`src/spims_pkg.sv`:
```
`timescale 1ns / 1ps
// ----------------------------------------------------------------------------
// SPI master shift engine package
// Shared item types, command codes and register indexes.
// ----------------------------------------------------------------------------
package spims_pkg;

    localparam int unsigned WORD_W      = 16;
    localparam int unsigned BITCNT_W    = 5;
    localparam int unsigned TICK_W      = 8;
    localparam int unsigned CFG_IDX_W   = 2;
    localparam int unsigned CFG_DATA_W  = 8;

    localparam logic [BITCNT_W-1:0] WORD_BITS_SHORT = 5'd8;
    localparam logic [BITCNT_W-1:0] WORD_BITS_LONG  = 5'd16;
    localparam logic [WORD_W-1:0]   WORD_MASK_SHORT = 16'h00FF;
    localparam logic [WORD_W-1:0]   WORD_MASK_LONG  = 16'hFFFF;

    // Phase in which MISO is captured on entry.
    localparam logic [1:0] PHASE_SAMPLE = 2'd3;
    localparam logic [1:0] PHASE_LOW    = 2'd2;

    typedef enum logic [CFG_IDX_W-1:0] {
        CFG_WORD_SIXTEEN = 2'd0,
        CFG_MSB_FIRST    = 2'd1,
        CFG_PHASE_TICKS  = 2'd2
    } t_cfg_index;

    typedef enum logic {
        CMD_START = 1'b0,
        CMD_TICK  = 1'b1
    } t_cmd_kind;

    typedef struct packed {
        logic              action;
        logic [WORD_W-1:0] tx_word;
        logic              miso_level;
    } t_in_item;

    typedef struct packed {
        logic              sclk_level;
        logic              mosi_level;
        logic              busy_res;
        logic              done_res;
        logic [WORD_W-1:0] rx_word;
    } t_out_item;

    typedef struct packed {
        logic [CFG_IDX_W-1:0]  reg_index;
        logic [CFG_DATA_W-1:0] wr_data;
    } t_cfg_item;

    typedef struct packed {
        logic              word_sixteen;
        logic              msb_first;
        logic [TICK_W-1:0] phase_ticks;
    } t_cfg;

    typedef struct packed {
        t_cmd_kind         kind;
        logic [WORD_W-1:0] tx_word;
        logic              miso_level;
    } t_cmd;

endpackage

```
`src/spims_chan_if.sv`:
```
`timescale 1ns / 1ps
// ----------------------------------------------------------------------------
// Valid/ready channel
// Carries one payload item per handshake between a source and a sink.
// ----------------------------------------------------------------------------
interface spims_chan_if #(
    parameter type T = logic
);
    logic valid;
    logic ready;
    T     data;

    modport source (output valid, output data, input ready);
    modport sink   (input valid, input data, output ready);
endinterface

```
`src/spi_master_shift_engine_unit.sv`:
```
`timescale 1ns / 1ps
// ----------------------------------------------------------------------------
// SPI master shift engine
// Idle-high SPI clock shifter driven by start and tick items.
// ----------------------------------------------------------------------------
//  Channel  Direction  Payload
//  i_in     sink       action, tx_word, miso_level
//  o_out    source     sclk_level, mosi_level, busy_res, done_res, rx_word
//  i_cfg    sink       reg_index, wr_data (word_sixteen, msb_first, phase_ticks)
//
//  One item per clock is sustained while results are taken; each item yields one result.
//  An accepted item is registered in the command queue and then in the result
//  register before its result is valid.
//  Synchronous active-low reset returns to idle with default register values.
//  A stalled result holds the engine; the queue keeps accepting until full.
// ----------------------------------------------------------------------------
module spi_master_shift_engine_unit
    import spims_pkg::*;
#(
    parameter int unsigned QUEUE_DEPTH = 2
) (
    input  logic          i_clk,
    input  logic          i_rst_n,
    spims_chan_if.sink    i_in,
    spims_chan_if.source  o_out,
    spims_chan_if.sink    i_cfg
);

    t_cfg      r_cfg;
    t_cmd      w_front_cmd;
    logic      w_front_valid;
    logic      w_q_ready;
    t_cmd      w_q_cmd;
    logic      w_q_valid;
    logic      w_back_ready;
    t_in_item  w_in_data;
    t_cfg_item w_cfg_data;
    t_out_item w_out_data;
    logic      w_out_valid;

    assign w_in_data   = i_in.data;
    assign w_cfg_data  = i_cfg.data;
    assign i_cfg.ready = 1'b1;
    assign o_out.valid = w_out_valid;
    assign o_out.data  = w_out_data;

    always_ff @(posedge i_clk) begin
        if (!i_rst_n) begin
            r_cfg.word_sixteen <= 1'b0;
            r_cfg.msb_first    <= 1'b1;
            r_cfg.phase_ticks  <= TICK_W'(1);
        end else if (i_cfg.valid) begin
            case (w_cfg_data.reg_index)
                CFG_WORD_SIXTEEN: r_cfg.word_sixteen <= w_cfg_data.wr_data[0];
                CFG_MSB_FIRST:    r_cfg.msb_first    <= w_cfg_data.wr_data[0];
                CFG_PHASE_TICKS:  r_cfg.phase_ticks  <= w_cfg_data.wr_data;
                default: begin
                end
            endcase
        end
    end

    spims_front u_front (
        .i_in_valid  (i_in.valid),
        .o_in_ready  (i_in.ready),
        .i_in_data   (w_in_data),
        .i_cfg       (r_cfg),
        .o_cmd_valid (w_front_valid),
        .i_cmd_ready (w_q_ready),
        .o_cmd       (w_front_cmd)
    );

    spims_queue #(
        .DEPTH (QUEUE_DEPTH)
    ) u_queue (
        .i_clk        (i_clk),
        .i_rst_n      (i_rst_n),
        .i_push_valid (w_front_valid),
        .o_push_ready (w_q_ready),
        .i_push_data  (w_front_cmd),
        .o_pop_valid  (w_q_valid),
        .i_pop_ready  (w_back_ready),
        .o_pop_data   (w_q_cmd)
    );

    spims_back u_back (
        .i_clk       (i_clk),
        .i_rst_n     (i_rst_n),
        .i_cfg       (r_cfg),
        .i_cmd_valid (w_q_valid),
        .o_cmd_ready (w_back_ready),
        .i_cmd       (w_q_cmd),
        .o_out_valid (w_out_valid),
        .i_out_ready (o_out.ready),
        .o_out_data  (w_out_data)
    );

    // A completing result always shows the bus back at idle.
    a_done_idle: assert property (@(posedge i_clk) disable iff (!i_rst_n)
        w_out_valid && w_out_data.done_res
            |-> !w_out_data.busy_res && w_out_data.sclk_level)
        else $error("done result not idle");

    // After an input item is accepted, the queue holds a valid entry in the next cycle.
    a_accept_queued: assert property (@(posedge i_clk) disable iff (!i_rst_n)
        i_in.valid && i_in.ready |=> w_q_valid)
        else $error("accepted item missing from queue");

    // With work queued, a taken result is replaced in the next cycle.
    a_back_keeps_up: assert property (@(posedge i_clk) disable iff (!i_rst_n)
        w_q_valid && w_out_valid && o_out.ready |=> w_out_valid)
        else $error("engine stalled with work queued");

endmodule

```
`src/spims_front.sv`:
```
`timescale 1ns / 1ps
// ----------------------------------------------------------------------------
// SPI master front end
// Accepts input items, decodes the action and trims the transmit word.
// ----------------------------------------------------------------------------
module spims_front
    import spims_pkg::*;
(
    input  logic     i_in_valid,
    output logic     o_in_ready,
    input  t_in_item i_in_data,
    input  t_cfg     i_cfg,
    output logic     o_cmd_valid,
    input  logic     i_cmd_ready,
    output t_cmd     o_cmd
);

    assign o_in_ready  = i_cmd_ready;
    assign o_cmd_valid = i_in_valid;

    always_comb begin
        o_cmd.kind       = i_in_data.action ? CMD_TICK : CMD_START;
        o_cmd.tx_word    = i_in_data.tx_word
                         & (i_cfg.word_sixteen ? WORD_MASK_LONG : WORD_MASK_SHORT);
        o_cmd.miso_level = i_in_data.miso_level;
    end

endmodule

```
`src/spims_queue.sv`:
```
`timescale 1ns / 1ps
// ----------------------------------------------------------------------------
// SPI master command queue
// Small FIFO that decouples the front end from the shift engine.
// ----------------------------------------------------------------------------
module spims_queue
    import spims_pkg::*;
#(
    parameter int unsigned DEPTH = 2
) (
    input  logic i_clk,
    input  logic i_rst_n,
    input  logic i_push_valid,
    output logic o_push_ready,
    input  t_cmd i_push_data,
    output logic o_pop_valid,
    input  logic i_pop_ready,
    output t_cmd o_pop_data
);

    localparam int unsigned PTR_W = (DEPTH > 1) ? $clog2(DEPTH) : 1;
    localparam int unsigned CNT_W = $clog2(DEPTH + 1);
    localparam logic [PTR_W-1:0] PTR_LAST = PTR_W'(DEPTH - 1);
    localparam logic [CNT_W-1:0] CNT_FULL = CNT_W'(DEPTH);

    t_cmd             r_mem [DEPTH];
    logic [PTR_W-1:0] r_wptr, n_wptr;
    logic [PTR_W-1:0] r_rptr, n_rptr;
    logic [CNT_W-1:0] r_count, n_count;
    logic             w_push, w_pop;

    assign o_push_ready = (r_count != CNT_FULL);
    assign o_pop_valid  = (r_count != '0);
    assign o_pop_data   = r_mem[r_rptr];
    assign w_push       = i_push_valid && o_push_ready;
    assign w_pop        = o_pop_valid && i_pop_ready;

    always_comb begin
        n_wptr  = r_wptr;
        n_rptr  = r_rptr;
        n_count = r_count;
        if (w_push) begin
            n_wptr = (r_wptr == PTR_LAST) ? '0 : r_wptr + PTR_W'(1);
        end
        if (w_pop) begin
            n_rptr = (r_rptr == PTR_LAST) ? '0 : r_rptr + PTR_W'(1);
        end
        if (w_push && !w_pop) begin
            n_count = r_count + CNT_W'(1);
        end else if (w_pop && !w_push) begin
            n_count = r_count - CNT_W'(1);
        end
    end

    always_ff @(posedge i_clk) begin
        if (!i_rst_n) begin
            r_wptr  <= '0;
            r_rptr  <= '0;
            r_count <= '0;
        end else begin
            r_wptr  <= n_wptr;
            r_rptr  <= n_rptr;
            r_count <= n_count;
        end
    end

    always_ff @(posedge i_clk) begin
        if (w_push) begin
            r_mem[r_wptr] <= i_push_data;
        end
    end

endmodule

```
`src/spims_back.sv`:
```
`timescale 1ns / 1ps
// ----------------------------------------------------------------------------
// SPI master shift engine core
// Runs the phase timer and shift registers and registers one result per item.
// ----------------------------------------------------------------------------
module spims_back
    import spims_pkg::*;
(
    input  logic      i_clk,
    input  logic      i_rst_n,
    input  t_cfg      i_cfg,
    input  logic      i_cmd_valid,
    output logic      o_cmd_ready,
    input  t_cmd      i_cmd,
    output logic      o_out_valid,
    input  logic      i_out_ready,
    output t_out_item o_out_data
);

    logic [WORD_W-1:0]   r_tx, n_tx;
    logic [WORD_W-1:0]   r_rx, n_rx;
    logic [BITCNT_W-1:0] r_bit, n_bit;
    logic [1:0]          r_phase, n_phase;
    logic [TICK_W-1:0]   r_tick, n_tick;
    logic                r_active, n_active;
    logic                r_out_valid;
    t_out_item           r_out;

    logic                w_pop;
    logic [BITCNT_W-1:0] w_nbits;
    logic [WORD_W-1:0]   w_mask;
    logic [TICK_W:0]     w_plen;
    logic [TICK_W:0]     w_tick_inc;
    logic [BITCNT_W-1:0] w_bit_inc;
    logic [BITCNT_W-1:0] w_idx;
    logic [BITCNT_W-1:0] w_top;
    logic                w_done;
    t_out_item           w_item;

    assign o_cmd_ready = !r_out_valid || i_out_ready;
    assign w_pop       = i_cmd_valid && o_cmd_ready;
    assign o_out_valid = r_out_valid;
    assign o_out_data  = r_out;

    assign w_nbits    = i_cfg.word_sixteen ? WORD_BITS_LONG : WORD_BITS_SHORT;
    assign w_mask     = i_cfg.word_sixteen ? WORD_MASK_LONG : WORD_MASK_SHORT;
    assign w_top      = w_nbits - BITCNT_W'(1);
    assign w_plen     = (i_cfg.phase_ticks == '0) ? (TICK_W+1)'(1)
                                                  : {1'b0, i_cfg.phase_ticks};
    assign w_tick_inc = {1'b0, r_tick} + (TICK_W+1)'(1);
    assign w_bit_inc  = r_bit + BITCNT_W'(1);

    always_comb begin
        n_tx     = r_tx;
        n_rx     = r_rx;
        n_bit    = r_bit;
        n_phase  = r_phase;
        n_tick   = r_tick;
        n_active = r_active;
        w_done   = 1'b0;

        if (w_pop) begin
            if (i_cmd.kind == CMD_START) begin
                // A start during a transfer is dropped.
                if (!r_active) begin
                    n_tx     = i_cmd.tx_word;
                    n_rx     = '0;
                    n_bit    = '0;
                    n_phase  = '0;
                    n_tick   = '0;
                    n_active = 1'b1;
                end
            end else if (r_active) begin
                if (w_tick_inc < w_plen) begin
                    n_tick = w_tick_inc[TICK_W-1:0];
                end else begin
                    n_tick = '0;
                    if (r_phase != PHASE_SAMPLE) begin
                        n_phase = r_phase + 2'd1;
                        if (r_phase == PHASE_LOW) begin
                            if (i_cfg.msb_first) begin
                                n_rx = {r_rx[WORD_W-2:0], i_cmd.miso_level};
                            end else begin
                                n_rx = (r_rx >> 1)
                                     | (WORD_W'(i_cmd.miso_level) << w_top[3:0]);
                            end
                        end
                    end else begin
                        n_phase = '0;
                        n_bit   = w_bit_inc;
                        if (w_bit_inc >= w_nbits) begin
                            n_active = 1'b0;
                            n_bit    = '0;
                            w_done   = 1'b1;
                        end
                    end
                end
            end
        end
    end

    // Output levels follow the state after this item has been applied.
    always_comb begin
        w_idx = i_cfg.msb_first ? (w_top - n_bit) : n_bit;
        if (n_active) begin
            w_item.sclk_level = (n_phase < PHASE_LOW);
            w_item.mosi_level = (n_bit >= w_nbits) ? 1'b0 : n_tx[w_idx[3:0]];
            w_item.busy_res   = 1'b1;
        end else begin
            w_item.sclk_level = 1'b1;
            w_item.mosi_level = 1'b0;
            w_item.busy_res   = 1'b0;
        end
        w_item.done_res = w_done;
        w_item.rx_word  = w_done ? (r_rx & w_mask) : '0;
    end

    always_ff @(posedge i_clk) begin
        if (!i_rst_n) begin
            r_tx        <= '0;
            r_rx        <= '0;
            r_bit       <= '0;
            r_phase     <= '0;
            r_tick      <= '0;
            r_active    <= 1'b0;
            r_out_valid <= 1'b0;
        end else begin
            r_tx     <= n_tx;
            r_rx     <= n_rx;
            r_bit    <= n_bit;
            r_phase  <= n_phase;
            r_tick   <= n_tick;
            r_active <= n_active;
            if (w_pop) begin
                r_out_valid <= 1'b1;
            end else if (i_out_ready) begin
                r_out_valid <= 1'b0;
            end
        end
    end

    always_ff @(posedge i_clk) begin
        if (w_pop) begin
            r_out <= w_item;
        end
    end

endmodule
```
`src/flat_wrapper.sv`:
```
// flat-port wrapper written by rule: the top's interface ports become plain ports
module spi_master_shift_engine_unit_flat import spims_pkg::*;
#(
    parameter int unsigned QUEUE_DEPTH = 2
)
  (i_clk, i_rst_n, i_in_valid, i_in_data, i_in_ready, o_out_valid, o_out_data, o_out_ready, i_cfg_valid, i_cfg_data, i_cfg_ready);
  spims_chan_if i_in_i ();
  spims_chan_if o_out_i ();
  spims_chan_if i_cfg_i ();
  input  logic i_clk;
  input  logic i_rst_n;
  input wire logic [$bits(i_in_i.valid)-1:0] i_in_valid;
  input wire logic [$bits(i_in_i.data)-1:0] i_in_data;
  output wire logic [$bits(i_in_i.ready)-1:0] i_in_ready;
  output wire logic [$bits(o_out_i.valid)-1:0] o_out_valid;
  output wire logic [$bits(o_out_i.data)-1:0] o_out_data;
  input wire logic [$bits(o_out_i.ready)-1:0] o_out_ready;
  input wire logic [$bits(i_cfg_i.valid)-1:0] i_cfg_valid;
  input wire logic [$bits(i_cfg_i.data)-1:0] i_cfg_data;
  output wire logic [$bits(i_cfg_i.ready)-1:0] i_cfg_ready;
  assign i_in_i.valid = i_in_valid;
  assign i_in_i.data = i_in_data;
  assign i_in_ready = i_in_i.ready;
  assign o_out_valid = o_out_i.valid;
  assign o_out_data = o_out_i.data;
  assign o_out_i.ready = o_out_ready;
  assign i_cfg_i.valid = i_cfg_valid;
  assign i_cfg_i.data = i_cfg_data;
  assign i_cfg_ready = i_cfg_i.ready;
  spi_master_shift_engine_unit #(.QUEUE_DEPTH(QUEUE_DEPTH)) u_core (.i_clk(i_clk), .i_rst_n(i_rst_n), .i_in(i_in_i), .o_out(o_out_i), .i_cfg(i_cfg_i));
endmodule
```
`config.mk`:
```
export PLATFORM = sky130hd
export DESIGN_NAME = spi_master_shift_engine_unit_flat
export DESIGN_NICKNAME = d
export VERILOG_FILES = /design/src/spims_pkg.sv /design/src/spims_chan_if.sv /design/src/spi_master_shift_engine_unit.sv /design/src/spims_front.sv /design/src/spims_queue.sv /design/src/spims_back.sv /design/src/flat_wrapper.sv
export SDC_FILE = /design/constraint.sdc
export NUM_CORES = 1
export LEC_CHECK = 0
export ABC_AREA = 1
export BUFFER_PORTS_ARGS = -buffer_cell sky130_fd_sc_hd__buf_2
export CAP_MARGIN = 15
export CORE_AREA = 2 2 39 41
export CTS_CLUSTER_SIZE = 24
export DETAILED_ROUTE_END_ITERATION = 6
export DIE_AREA = 0 0 41 43
export HOLD_SLACK_MARGIN = 0.12
export PLACE_DENSITY = 0.31
export SETUP_SLACK_MARGIN = 0.15
export SYNTH_ARGS = -nofsm -noshare
export SYNTH_HDL_FRONTEND = slang
export SYNTH_SLANG_ARGS = --single-unit
```
`constraint.sdc`:
```
create_clock -name i_clk -period 2 [get_ports i_clk]
set_input_delay 0.2 -clock i_clk [delete_from_list [all_inputs] [get_ports i_clk]]
set_output_delay 0.2 -clock i_clk [all_outputs]
set_load 0.03 [all_outputs]
```
; ---- Yosys cells after proc, flatten, opt, wreduce, memory -nomap -nowiden
; Memory sizes are Yosys's and may differ from the RTL's. A register that Yosys moved wholly into a read port is not among the register bits.
; Cells that the tools add are included.
[op_classes]
eq_ne = 9
div_mod_pow = 0
shifts = 0
bitwise_logic = 1
n_mul = 0
order_cmp = 2
muxes = 43
addsub = 7
n_reduce_logical = 15
[op_table]
columns = op, count
row1 = 5-bit two-way mux, 7
row2 = 8-bit two-way mux, 4
row3 = 1-bit two-way mux, 25
row4 = 2-bit two-way mux, 7
row5 = "2-bit inequality test, second input constant", 5
row6 = "8-bit by 1-bit adder with 9-bit output, second input constant", 1
row7 = "9-bit by 1-bit less-than comparator with 1-bit output, second input constant", 1
row8 = "2-bit by 1-bit inequality test with 1-bit output, second input constant", 3
row9 = 6-bit AND reduction, 1
row10 = 2-bit nonzero test, 3
row11 = "5-bit by 1-bit adder with 5-bit output, second input constant", 1
row12 = 5-bit greater-or-equal comparator, 1
row13 = 5-bit AND reduction, 1
row14 = "2-bit by 1-bit adder with 2-bit output, second input constant", 2
row15 = 1-bit logical AND, 4
row16 = 4-bit AND reduction, 1
row17 = 1-bit zero test, 3
row18 = 3-bit AND reduction, 1
row19 = "1-bit adder, second input constant", 2
row20 = "2-bit == test, second input constant", 1
row21 = "2-bit by 1-bit subtractor with 2-bit output, second input constant", 1
row22 = "1-bit AND, second input constant", 1
row23 = 1-bit logical OR, 1
[word_totals]
inputBits = 7
out_inout_bits = 4
memories = 1
mem_bits_rw = 2
word_cells = 89
romBits = 0
latch_bits = 0
register_bits = 24
[mem_list]
columns = memory, depth, width, read_ports, rd_clocked_by_memory_dff, write_ports, line
row1 = u_core.u_queue.r_mem, 2, 1, 1, 1, 1, spims_queue.sv:26  ; t_cmd r_mem [DEPTH];

; ---- Logic depth before layout (Yosys ltp)
[logic_depth]
depth_word = 8
depth_mapped = 10
mapped_depth_nobuf = 10

; ---- By module
; From an unflattened synthesis, not the netlist that was laid out.
[unflattened]
hier_cells = 602
area_unflattened_um2 = 5552.8
[modules_own_cells]
columns = module, seq_area_each_um2, area_each_um2, cells_each, instances
row1 = spims_back, 1581.5, 3748.6, 471, 1
row2 = spims_queue, 1181.1, 1592.8, 93, 1
row3 = spims_front, 0.0, 155.1, 29, 1
row4 = spi_master_shift_engine_unit, 20.0, 56.3, 9, 1

; ---- Least setup slack after synthesis
; Ideal clock, no wire load.
[synth_timing]
path_kind = register to register
start = reg u_core.u_back.r_out_valid (netlist: u_core.u_back.o_out_valid)
end = reg u_core.u_queue.r_count[1]
t_required_ns = 1.936
slack_ns = 0.691
path_stages_with_launch = 9
path_buffers = 0
arrival_time_ns = 1.245
path_cell_list = dfxtp_1 > nand2_1 > o21ai_0 > ha_1 > inv_1 > nand3_1 > nand2_1 > inv_1 > nor2_1
[synth_via]
elab_chain_len = 6
elab_cells_between_ends = 8
cone_classes = mux (1) / reduce/logical (7)
[synth_rtl]
columns = item, line
row1 = "start, declared", spims_back.sv:26  ; logic r_out_valid;
row2 = "start signal, assigned", spims_back.sv:126  ; r_out_valid <= 1'b0;
row3 = "start signal, assigned", spims_back.sv:135  ; r_out_valid <= 1'b1;
row4 = "start signal, assigned", spims_back.sv:137  ; r_out_valid <= 1'b0;
row5 = 1-bit zero test (*), spims_back.sv:40  ; assign o_cmd_ready = !r_out_valid || i_out_ready;
row6 = 1-bit logical OR (*), spims_back.sv:40
row7 = 1-bit logical AND (*), spims_queue.sv:36  ; assign w_pop = o_pop_valid && i_pop_ready;
row8 = 1-bit zero test, spims_queue.sv:48  ; if (w_push && !w_pop) begin
row9 = 1-bit logical AND, spims_queue.sv:48
row10 = 2-bit two-way mux / 2-bit nonzero test (equally long branches), n/a
row11 = "end signal, assigned", spims_queue.sv:63  ; r_count <= n_count;
row12 = "end, declared", spims_queue.sv:29  ; logic [CNT_W-1:0] r_count, n_count;
; Every way passes the cells marked *; elsewhere a longest branch is shown, timed or not.
; A chain may end at the register's enable or synchronous reset.

; ---- Worst setup path in the final report
[layout_timing]
start = reg u_core.u_queue.r_count[0]
end = reg u_core.u_queue.r_count[1]
[layout_via]
elab_chain_len = 5
elab_cells_between_ends = 13
cone_classes = add/sub (2) / eq/ne (1) / mux (2) / reduce/logical (8)
[layout_rtl]
columns = item
row1 = "parallel branches: the longest is 5 deep, another holds 2-bit by 1-bit subtractor with 2-bit output"
; Parallel ways; which one is timed is not known. The select of a mux whose other input is x is not followed.

==> out/qor.csv <==
metric,value,unit
drt_wl_total,337,µm
syn-num-nets,36,
drc,0,
crit_chain,inv_2 > a21boi_0 > ha_1 > inv_1 > nand3_1 > nand2_1 > inv_1 > nor2_1,
synth_cell_types,14,
cts_setup_buffers,0,
layout_min_cycle_time,1270,ps
maxSlewViolCount,0,
critPathCaptureType,flop,
power.share.clock,0.234,
busiest_layer,met2,
reg2regPathDepth,8,
area_growth,30.0,%
pin_count,11,
setup_tns,0,ps
intPower,244,µW
drive_gt1_frac,0.286,
cts_tree,yes,
fillers,169,
synth_edf_count,0,
min_period_over_period,0.637,
finalCoreUtilization,0.176,
grt.total_usage,0.0481,
initial_core_util,0.136,
worstPathMaxFanout,5,
clk_latency,230,ps
die_y,43,µm
netlist_area,188,µm²
antenna_left,0,
drtIter0Drc,3,
start_kind,flop,
grt_pass1_vias,155,
holdPathEnd,u_core.u_queue.r_count[1]$_SDFFE_PN0P_,
gp_congestion,0.693,
syn_area_per_cell,6.70,µm²
path_clk_slew,30,ps
grt_use_met3,0.0471,
switching_power,197,µW
cts-root-buf,clkbuf_4,
holdWs,223,ps
std_cell_rows,14,
vias,175,
min_path_cells,3,
r2r_start,u_core.u_queue.r_count[0]$_SDFFE_PN0P_,
instances_no_fill,51,
synthTopCellsByArea,"dfxtp_1 (32%), inv_1 (10%), nand2_1 (10%)",
rrSetupSlack,730,ps
dp_cells,47,
synthArstFlopShare,0,
htree_levels,1,
setup_slack,726,ps
hold_path_class,in2reg,
synth_top_area_cell,dfxtp_1,
critPathKind,reg2reg,
max_freq,785,MHz
overflow,0,
setup_viol,0,
cts_buffers,3,
arrival,1440,ps
final-hold-violation-count,0,
core_area,1380,µm²
nets,44,
wl_per_cell,6.61,µm
io_buffers,5,
pwr-share-seq,0.262,
worstHoldStart,i_rst_n,
ys_warn_count,0,
grt_use_met2,0.0688,
gr-usage-met1,0.0447,
synth_common_cells,"inv_1 (5), nand2_1 (5), dfxtp_1 (3)",
slowest_delay,350,ps
ir_worst_vdd,0.352,mV
synth.top_cell.area_share,0.320,
yosys_most_used_dff,dfxtp_1,
required,2160,ps
clockBufferDepth,2,
cts_resized,0,
combinationalPowerShare,0.504,
die_x,41,µm
maxCapViolCount,0,
cts_hold_repair.buffers,0,
vias_per_cell,3.43,
r2r_end,u_core.u_queue.r_count[1]$_SDFFE_PN0P_,
place_ws,723,ps
critical_path.slowest_cell,dfxtp_1,
status,completed,
antenna_found_initial,0,
numClockSinks,3,
powerDensity,1810,nW/µm²
netlist_instances,28,
final.setup_skew,1.08,ps
grt_pass1_wl,524,µm
p_leak,0.000125,µW
cpMostUsedCell,inv_1,
switching_share,0.447,
grt_max_degree,6,
die-area,1760,µm²
diodes,0,
ys_seq_elements,3,
seq_area_frac_synth,0.320,
dr.pass1.iters,4,
rsz0062_at_grt,false,
-- routing by layer --
layer,vias up,wire [µm]
met4,0,0
met5,-,0
li1,96,-
met2,8,161
met3,0,35
met1,71,140
-- layout by cell type (no fill, tap or decap) --
master and instances:
inv_1 5, nand2_1 5, buf_2 5, clkbuf_4 3, dfxtp_1 3, o21ai_0 2, a21boi_0 2, conb_1 2
inv_2 1, a21oi_1 1, nand2_2 1, nand3_1 1, nand4_1 1, nor2_1 1, ha_1 1, clkbuf_1 1
-- stage by stage --
stage,power [µW],instance area (µm²)
floorplan,296,188
global placement,343,218
detailed placement,341,218
CTS,452,244
global route,487,244
finish,441,244
-- registers in the layout (all words and copies together), names as in the netlist --
signal and count:
u_core.u_back.o_out_valid 1, u_core.u_queue.r_count 2
-- worst max-delay path by stage --
stage                                            from                                     end  slack [ps]  cells past startpoint
5_1_grt        u_core.u_queue.r_count[0]$_SDFFE_PN0P_  u_core.u_queue.r_count[1]$_SDFFE_PN0P_         610                      8
2_1_floorplan  u_core.u_back.o_out_valid$_SDFFE_PN0P_  u_core.u_queue.r_count[1]$_SDFFE_PN0P_         690                      8
4_1_cts        u_core.u_queue.r_count[0]$_SDFFE_PN0P_  u_core.u_queue.r_count[1]$_SDFFE_PN0P_         710                      8
6_report       u_core.u_queue.r_count[0]$_SDFFE_PN0P_  u_core.u_queue.r_count[1]$_SDFFE_PN0P_         730                      8
3_3_place_gp   u_core.u_queue.r_count[1]$_SDFFE_PN0P_  u_core.u_queue.r_count[1]$_SDFFE_PN0P_         720                      7
3_5_place_dp   u_core.u_queue.r_count[0]$_SDFFE_PN0P_  u_core.u_queue.r_count[1]$_SDFFE_PN0P_         720                      8
-- area by class of cell --
class	instances	area [µm²]	share of cell area
Sequential cell	3	60.1	0.246
Tap cell	16	20.0	0.0821
Inverter	6	22.5	0.0923
Timing Repair Buffer	5	25.0	0.103
Multi-Input combinational cell	17	90.1	0.369
Clock buffer	4	26.3	0.108
-- worst max-delay path, delay by kind of cell, from the launching register on --
kind                       cells  cell delay (ps)
and+or+nand+nor                3              230
buffers and inverters          3              180
adders and majority gates      1              280
AOI/OAI and AO/OA              1              180
DFF                            1              350
-- power by group through the flow --
stage,combinational [µW],sequential (µW),clock (µW)
6_report,223,116,103
5_1_grt,251,120,116
4_1_cts,225,117,111
3_5_place_dp,224,117,0
3_3_place_gp,224,118,0
2_1_floorplan,171,126,0
-- cell families (layout without fill, tap and decap cells) --
group / count (synthesis) / in the layout / share of synthesized area
AO/OA/AOI/OAI: 5 / 5 / 0.160
other: 2 / 2 / 0.0400
adder cells (fa/ha/maj): 1 / 1 / 0.0667
AND/OR/NAND/NOR: 9 / 9 / 0.213
buffers and inverters: 8 / 15 / 0.200
flip-flops: 3 / 3 / 0.320
(Power assumes the default switching activity.)
